`config.mk`:
```
export PLATFORM = sky130hd
export DESIGN_NAME = pll_divider_multiplier_search_flat
export DESIGN_NICKNAME = d
export VERILOG_FILES = /design/src/sv/pdms_pkg.sv /design/src/sv/pdms_if.sv /design/src/sv/pll_divider_multiplier_search.sv /design/src/flat_wrapper.sv
export SDC_FILE = /design/constraint.sdc
export NUM_CORES = 1
export LEC_CHECK = 0
export BUFFER_PORTS_ARGS = -buffer_cell sky130_fd_sc_hd__buf_2
export CAP_MARGIN = 20
export CORE_ASPECT_RATIO = 2
export CORE_MARGIN = 4
export CORE_UTILIZATION = 40
export DETAILED_ROUTE_END_ITERATION = 8
export GPL_TIMING_DRIVEN = 1
export PLACE_DENSITY = 0.61
export SYNTH_ARGS = -nofsm -noshare
export SYNTH_HDL_FRONTEND = slang
export SYNTH_SLANG_ARGS = --single-unit
```
`constraint.sdc`:
```
create_clock -name i_clk -period 7.6 [get_ports i_clk]
set_clock_uncertainty 0.05 [all_clocks]
set_input_delay 1.14 -clock i_clk [delete_from_list [all_inputs] [get_ports i_clk]]
set_output_delay 1.14 -clock i_clk [all_outputs]
set_load 0.1 [all_outputs]
```
`src/sv/pdms_pkg.sv`:
```
// ----------------------------------------------------------------------------
// pdms_pkg
// Types and fixed constants shared by the PLL setting search block.
// ----------------------------------------------------------------------------
package pdms_pkg;

    localparam int unsigned FREQ_W    = 32;
    localparam int unsigned DIV_W     = 8;
    localparam int unsigned MUL_W     = 12;
    localparam int unsigned WORD_W    = 27;
    localparam int unsigned DIVIDED_W = 25;   // the window tops out at 32 MHz
    localparam int unsigned ERR_W     = 31;   // holds the start value 2^30

    localparam logic [FREQ_W-1:0] RANGE_SPLIT_HZ = 32'd155000000;
    localparam logic [FREQ_W-1:0] TARGET_MAX_HZ  = 32'd240000000;
    localparam logic [FREQ_W-1:0] INPUT_MIN_HZ   = 32'd100000;
    localparam logic [FREQ_W-1:0] INPUT_MAX_HZ   = 32'd32000000;
    localparam logic [FREQ_W-1:0] MULT_MAX       = 32'd2048;
    localparam logic [FREQ_W-1:0] MULT_MIN       = 32'd2;
    localparam logic [15:0]       RANGE_HIGH_BITS = 16'hbe00;
    localparam logic [15:0]       RANGE_LOW_BITS  = 16'h3e00;
    localparam logic [ERR_W-1:0]  ERROR_START    = 31'h4000_0000;

    typedef struct packed {
        logic [FREQ_W-1:0] ref_freq_hz;
        logic [FREQ_W-1:0] target_freq_hz;
    } t_in_beat;

    typedef struct packed {
        logic              found;
        logic [WORD_W-1:0] setting_word;
        logic [DIV_W-1:0]  best_divider;
        logic [MUL_W-1:0]  best_multiplier;
    } t_out_beat;

endpackage

```
`src/sv/pdms_if.sv`:
```
// ----------------------------------------------------------------------------
// pdms_in_if / pdms_out_if
// Valid/ready channels that carry the request and the result beats.
// ----------------------------------------------------------------------------
interface pdms_in_if
    import pdms_pkg::*;
();
    logic     valid;
    logic     ready;
    t_in_beat data;

    modport source (output valid, output data, input ready);
    modport sink   (input valid, input data, output ready);
endinterface

interface pdms_out_if
    import pdms_pkg::*;
();
    logic      valid;
    logic      ready;
    t_out_beat data;

    modport source (output valid, output data, input ready);
    modport sink   (input valid, input data, output ready);
endinterface

```
`src/sv/pll_divider_multiplier_search.sv`:
```
// ----------------------------------------------------------------------------
// pll_divider_multiplier_search
// Searches input dividers for the PLL setting closest to a target frequency.
// ----------------------------------------------------------------------------
// One request beat runs a search over dividers 1 to DIVIDER_LIMIT on a single
// shared 32-bit restoring divider that resolves one quotient bit per cycle.
// Each divider costs one division of the reference and, when the divided
// input falls in the 100 kHz to 32 MHz window, a second division of the
// target, plus a check state after each. The divider limit defaults to 255;
// an exact match or a too-small multiplier ends the search early, and a
// target above 240 MHz skips it. The request side is not ready while a
// search runs. The result sits in an output register, so a new request is
// taken while the previous result waits to be read.
// ----------------------------------------------------------------------------
module pll_divider_multiplier_search
    import pdms_pkg::*;
#(
    parameter int unsigned DIVIDER_LIMIT = 255
) (
    input  logic          i_clk,
    input  logic          i_rst_n,
    pdms_in_if.sink       i_in,
    pdms_out_if.source    o_out
);

    localparam logic [2:0] ST_IDLE   = 3'd0;
    localparam logic [2:0] ST_DIV1   = 3'd1;
    localparam logic [2:0] ST_CHK1   = 3'd2;
    localparam logic [2:0] ST_DIV2   = 3'd3;
    localparam logic [2:0] ST_CHK2   = 3'd4;
    localparam logic [2:0] ST_NEXT   = 3'd5;
    localparam logic [2:0] ST_FINISH = 3'd6;

    localparam logic [DIV_W-1:0] DIV_LAST = DIV_W'(DIVIDER_LIMIT);

    logic [2:0]           r_state, n_state;
    logic [FREQ_W-1:0]    r_ref, n_ref;
    logic [FREQ_W-1:0]    r_tgt, n_tgt;
    logic [DIV_W-1:0]     r_div, n_div;
    logic [FREQ_W-1:0]    r_rem, n_rem;
    logic [FREQ_W-1:0]    r_quo, n_quo;
    logic [FREQ_W-1:0]    r_dvs, n_dvs;
    logic [4:0]           r_cnt, n_cnt;
    logic [ERR_W-1:0]     r_best_err, n_best_err;
    logic [DIV_W-1:0]     r_best_div, n_best_div;
    logic [MUL_W-1:0]     r_best_mul, n_best_mul;
    logic                 r_fail, n_fail;
    logic                 r_exact, n_exact;
    logic                 r_out_valid, n_out_valid;
    t_out_beat            r_out, n_out;

    // Shared divider step: shift in the next dividend bit, try to subtract.
    logic [FREQ_W:0]      w_shift;
    logic [FREQ_W:0]      w_diff;
    logic                 w_ge;
    logic                 w_out_free;
    logic                 w_success;
    logic [15:0]          w_range;

    assign w_shift    = {r_rem, r_quo[FREQ_W-1]};
    assign w_diff     = w_shift - {1'b0, r_dvs};
    assign w_ge       = ~w_diff[FREQ_W];
    assign w_out_free = ~r_out_valid | o_out.ready;
    assign w_success  = ~r_fail
                      & (r_exact | ({1'b0, r_best_err} <= {5'b0, r_tgt[FREQ_W-1:5]}));
    assign w_range    = (r_tgt > RANGE_SPLIT_HZ) ? RANGE_HIGH_BITS : RANGE_LOW_BITS;

    assign i_in.ready  = (r_state == ST_IDLE);
    assign o_out.valid = r_out_valid;
    assign o_out.data  = r_out;

    always_comb begin
        n_state     = r_state;
        n_ref       = r_ref;
        n_tgt       = r_tgt;
        n_div       = r_div;
        n_rem       = r_rem;
        n_quo       = r_quo;
        n_dvs       = r_dvs;
        n_cnt       = r_cnt;
        n_best_err  = r_best_err;
        n_best_div  = r_best_div;
        n_best_mul  = r_best_mul;
        n_fail      = r_fail;
        n_exact     = r_exact;
        n_out_valid = r_out_valid;
        n_out       = r_out;

        if (r_out_valid && o_out.ready) begin
            n_out_valid = 1'b0;
        end

        case (r_state)
            ST_IDLE: begin
                if (i_in.valid) begin
                    n_ref      = i_in.data.ref_freq_hz;
                    n_tgt      = i_in.data.target_freq_hz;
                    n_best_err = ERROR_START;
                    n_best_div = '0;
                    n_best_mul = '0;
                    n_exact    = 1'b0;
                    n_div      = DIV_W'(1);
                    n_quo      = i_in.data.ref_freq_hz;
                    n_rem      = '0;
                    n_dvs      = FREQ_W'(1);
                    n_cnt      = '0;
                    if (i_in.data.target_freq_hz > TARGET_MAX_HZ) begin
                        n_fail  = 1'b1;
                        n_state = ST_FINISH;
                    end else begin
                        n_fail  = 1'b0;
                        n_state = ST_DIV1;
                    end
                end
            end
            ST_DIV1, ST_DIV2: begin
                n_rem = w_ge ? w_diff[FREQ_W-1:0] : w_shift[FREQ_W-1:0];
                n_quo = {r_quo[FREQ_W-2:0], w_ge};
                n_cnt = r_cnt + 5'd1;
                if (r_cnt == 5'd31) begin
                    n_state = (r_state == ST_DIV1) ? ST_CHK1 : ST_CHK2;
                end
            end
            ST_CHK1: begin
                // r_quo holds the divided reference.
                if (r_quo < INPUT_MIN_HZ || r_quo > INPUT_MAX_HZ) begin
                    n_state = ST_NEXT;
                end else begin
                    n_dvs   = {{(FREQ_W-DIVIDED_W){1'b0}}, r_quo[DIVIDED_W-1:0]};
                    n_quo   = r_tgt;
                    n_rem   = '0;
                    n_cnt   = '0;
                    n_state = ST_DIV2;
                end
            end
            ST_CHK2: begin
                // r_quo is the multiplier, r_rem the error left over.
                if (r_quo > MULT_MAX) begin
                    n_state = ST_NEXT;
                end else if (r_quo < MULT_MIN) begin
                    n_fail  = 1'b1;
                    n_state = ST_FINISH;
                end else if (r_rem < {1'b0, r_best_err}) begin
                    n_best_err = r_rem[ERR_W-1:0];
                    n_best_div = r_div;
                    n_best_mul = r_quo[MUL_W-1:0];
                    if (r_rem == '0) begin
                        n_exact = 1'b1;
                        n_state = ST_FINISH;
                    end else begin
                        n_state = ST_NEXT;
                    end
                end else begin
                    n_state = ST_NEXT;
                end
            end
            ST_NEXT: begin
                if (r_div == DIV_LAST) begin
                    n_state = ST_FINISH;
                end else begin
                    n_div   = r_div + DIV_W'(1);
                    n_quo   = r_ref;
                    n_rem   = '0;
                    n_dvs   = {{(FREQ_W-DIV_W){1'b0}}, r_div + DIV_W'(1)};
                    n_cnt   = '0;
                    n_state = ST_DIV1;
                end
            end
            ST_FINISH: begin
                if (w_out_free) begin
                    n_out_valid = 1'b1;
                    if (w_success) begin
                        n_out.found           = 1'b1;
                        n_out.setting_word    = {r_best_mul[MUL_W-2:0] - 11'd1,
                                                 w_range[15:8], r_best_div};
                        n_out.best_divider    = r_best_div;
                        n_out.best_multiplier = r_best_mul;
                    end else begin
                        n_out = '0;
                    end
                    n_state = ST_IDLE;
                end
            end
            default: begin
                n_state = ST_IDLE;
            end
        endcase
    end

    always_ff @(posedge i_clk) begin
        if (!i_rst_n) begin
            r_state     <= ST_IDLE;
            r_out_valid <= 1'b0;
            r_cnt       <= '0;
        end else begin
            r_state     <= n_state;
            r_out_valid <= n_out_valid;
            r_cnt       <= n_cnt;
        end
    end

    always_ff @(posedge i_clk) begin
        r_ref      <= n_ref;
        r_tgt      <= n_tgt;
        r_div      <= n_div;
        r_rem      <= n_rem;
        r_quo      <= n_quo;
        r_dvs      <= n_dvs;
        r_best_err <= n_best_err;
        r_best_div <= n_best_div;
        r_best_mul <= n_best_mul;
        r_fail     <= n_fail;
        r_exact    <= n_exact;
        r_out      <= n_out;
    end

endmodule

```
`src/flat_wrapper.sv`:
```
// flat-port wrapper written by rule: the top's interface ports become plain ports
module pll_divider_multiplier_search_flat import pdms_pkg::*;
#(
    parameter int unsigned DIVIDER_LIMIT = 255
)
  (i_clk, i_rst_n, i_in_valid, i_in_data, i_in_ready, o_out_valid, o_out_data, o_out_ready);
  pdms_in_if i_in_i ();
  pdms_out_if o_out_i ();
  input  logic i_clk;
  input  logic i_rst_n;
  input wire logic [$bits(i_in_i.valid)-1:0] i_in_valid;
  input wire logic [$bits(i_in_i.data)-1:0] i_in_data;
  output wire logic [$bits(i_in_i.ready)-1:0] i_in_ready;
  output wire logic [$bits(o_out_i.valid)-1:0] o_out_valid;
  output wire logic [$bits(o_out_i.data)-1:0] o_out_data;
  input wire logic [$bits(o_out_i.ready)-1:0] o_out_ready;
  assign i_in_i.valid = i_in_valid;
  assign i_in_i.data = i_in_data;
  assign i_in_ready = i_in_i.ready;
  assign o_out_valid = o_out_i.valid;
  assign o_out_data = o_out_i.data;
  assign o_out_i.ready = o_out_ready;
  pll_divider_multiplier_search #(.DIVIDER_LIMIT(DIVIDER_LIMIT)) u_core (.i_clk(i_clk), .i_rst_n(i_rst_n), .i_in(i_in_i), .o_out(o_out_i));
endmodule
```
==> results.ini <==
[status]
status = completed

[logic_synthesis]
synth_edf_count = 248
yosys.area.top_type = edfxtp_1
synth.top_cells.by_area = edfxtp_1 (52%), ha_1 (7.6%), a21oi_1 (4.5%)
netlist_area_um2 = 14200
synth.distinct_cells = 74
synthFlopType = edfxtp_1
yosysMostFrequentCell = edfxtp_1
syn_avg_cell_area_um2 = 10.53
ys_top_cells_by_count = edfxtp_1 (248), inv_1 (134), a21oi_1 (128)
ys_warn_count = 0
synth_top_area_share_pct = 52.45
ys_seq_area_share_pct = 53.72
async_flop_share_pct = 0
ys_seq_elements = 257
syn_inst = 1349

[power_and_ir_drop]
p_switching_w = 0.003188
ir_drop_mv = 0.2682
power_frac_clock_pct = 16.6
p_seq_share_pct = 37.4
p_total_w = 0.007229
p_int_w = 0.004041
swShare_pct = 44.10
power_density_nw_per_um2 = 455.2
combPwrFrac_pct = 46.0
leakagePower_nw = 6.466

[drt]
dr.pass1.iters = 5
drc = 0
via_count = 10770
wl_um = 39630
routed_via_density = 5.669
antenna_left = 0
first_iter_violations = 823
route.detailed.wl_per_inst_um = 20.87

[clocking]
cts_tree = yes
clkSinkCount = 257
clock_latency_ns = 0.55
cts-htree-levels = 1
cts_buffers = 24
cts_resized = 0
clock_path_buffers = 3
clkTransAtPathRegs_ns = 0.07
hold_buffers = 0
cts_setup_buffers = 0
root_buffer = clkbuf_16

[die]
die_w_um = 141.2
die-area_um2 = 38760
ios = 118
rows = 97
core_area_um2 = 35070
initial_core_util_pct = 40.48
fp.dieH_um = 274.4

[cells_and_area]
utilization_pct = 45.28
drive_gt1_share_pct = 13.14
fin_nets = 1591
n_fill_cell = 3209
diodes = 0
final_area_um2 = 15880
syn2layout_area_growth_pct = 11.85

[grt]
grt_pass1_wl_um = 60930
grt_use_total_pct = 20.12
first_global_vias = 11110
antenna_found_initial = 0
grt-ovfl-total = 0
grt_max_degree = 78

[job]
max-cap-violations = 0

[sta]
worstMarginPinSlew_ns = 1.095
slew_headroom_pct = 27.03
period_share_pct = 52.93
fin_crit_ns = 4.023
setup_viol = 0
fmax_mhz = 248.6
slew_viol_final = 0
tns_ns = 0
hold_viol = 0
rsz0062_at_grt = no

[placed_design]
place_area_um2 = 15130
finalWeightedCongestion = 0.9366
io_buffers = 115
dp_hpwl_um = 29930

[worst_setup_path]
r2r_end = u_core.r_rem[30]
cp.arrival_ns = 4.27
crit_fanout = 21
start_kind = flop
regToRegSetupSlack_ns = 3.58
regToRegStartpoint = u_core.r_quo[31]
rr_worst_depth = 12
cp-end-kind = flop
critical_path_class = reg -> reg
required_ns = 7.85

[hold_path]
worstHoldStart = u_core.r_best_div[2]
holdPathStages = 1
whs_endpoint = u_core.o_out.data[14]
worstHoldPathType = reg -> reg

==> kinds of logic after synthesis <==
| group | synth area share (%) |
|---|---|
| adders and majority gates | 7.719 |
| DFF | 53.72 |
| xor gates and xnor gates | 1.789 |
| muxes | 0.3877 |
| other | 0.02641 |
| AOI/OAI and AO/OA | 15.03 |
| buffers and inverters | 5.992 |
| and+or+nand+nor | 15.33 |
==> through the flow <==
stage	cells	hold slack, ns	setup slack (ns)
final	1899	0.4914	3.577
after global routing	1899	0.5227	3.337
after CTS	1899	0.4910	3.528
after detailed placement	1855	0.4775	3.540
after global placement	1855	0.4651	3.629
after floorplan	1350	0.4539	0.9854
==> registers in the layout (all words and copies together), names as in the netlist, 12 cells and up <==
register	cells
u_core.r_dvs	25
u_core.r_quo	32
u_core.r_tgt	32
u_core.r_rem	32
u_core.r_ref	32
u_core.r_best_err	31
u_core.r_best_mul	12
u_core.o_out.data	34
==> power groups by stage <==
stage | clock, W | sequential [W] | combinational (W)
2_1_floorplan | 0 | 0.00262 | 0.00246
3_3_place_gp | 0 | 0.00272 | 0.00325
3_5_place_dp | 0 | 0.00273 | 0.00331
4_1_cts | 0.00123 | 0.00270 | 0.00333
5_1_grt | 0.00128 | 0.00275 | 0.00370
6_report | 0.00120 | 0.00270 | 0.00333
==> cell type report <==
class | count | area, µm² | share of cell area, %
Multi-Input combinational cell | 889 | 5751 | 36.21
Timing Repair Buffer | 130 | 688.2 | 4.333
Tap cell | 445 | 556.8 | 3.506
Inverter | 134 | 503.0 | 3.167
Clock buffer | 32 | 651.9 | 4.105
Sequential cell | 257 | 7631 | 48.05
Clock inverter | 12 | 100.1 | 0.6303
==> how the worst max path moves through the flow <==
stage / from / to / cells after the start
after CTS: u_core.r_quo[31] / u_core.r_rem[30] / 12
after global placement: u_core.r_quo[31] / u_core.r_rem[28] / 12
after floorplan: u_core.r_state[0] / u_core.r_best_div[0] / 8
final: u_core.r_quo[31] / u_core.r_rem[30] / 12
after detailed placement: u_core.r_quo[31] / u_core.r_rem[30] / 12
after global routing: u_core.r_quo[31] / u_core.r_rem[30] / 12
==> layer usage <==
layer	up-vias	GRT usage (%)	share of wire (%)
li1	5155	-	-
met1	5210	21.67	37
met2	303	38.30	55
met3	98	1.902	3.3
met4	0	10.23	5.0
met5	-	0	0
==> cell usage in the layout, fill, tap and decap left out, types with 4 or more instances in the layout <==
cell / netlist / routed
nor4_1: 27 / 27
xor2_1: 9 / 9
nor3_1: 31 / 31
or3_1: 8 / 8
a22o_1: 4 / 4
nand2_1: 73 / 73
or2_2: 4 / 4
ha_1: 86 / 86
or4_1: 4 / 4
and2_1: 6 / 6
a21o_1: 29 / 29
o21ai_0: 29 / 29
nand2b_1: 13 / 12
edfxtp_1: 248 / 248
o21a_1: 8 / 8
o31ai_1: 4 / 4
o22ai_1: 62 / 62
mux2i_1: 4 / 4
dfxtp_1: 9 / 8
nor2b_1: 30 / 28
clkbuf_16: 0 / 25
a31oi_1: 10 / 10
o211ai_1: 6 / 6
buf_2: 2 / 115
inv_1: 134 / 132
a211oi_1: 8 / 8
and3_1: 50 / 50
nand4_1: 19 / 19
nand3_1: 35 / 35
xnor2_1: 20 / 20
nor2_1: 115 / 113
a21oi_1: 128 / 127
clkbuf_1: 44 / 7
buf_4: 14 / 15
==> critical path, cell delays in order, from the launching register on <==
cell and delay, ns:
edfxtp_1 0.47, inv_1 0.08, ha_1 0.22, fa_1 0.42, and2b_1 0.24, o31ai_2 0.09, a211oi_4 0.31, a21oi_2 0.13
o31ai_1 0.29, and3_1 0.69, buf_4 0.39, a31oi_1 0.14, a41o_1 0.23
(Power assumes the default switching activity.)
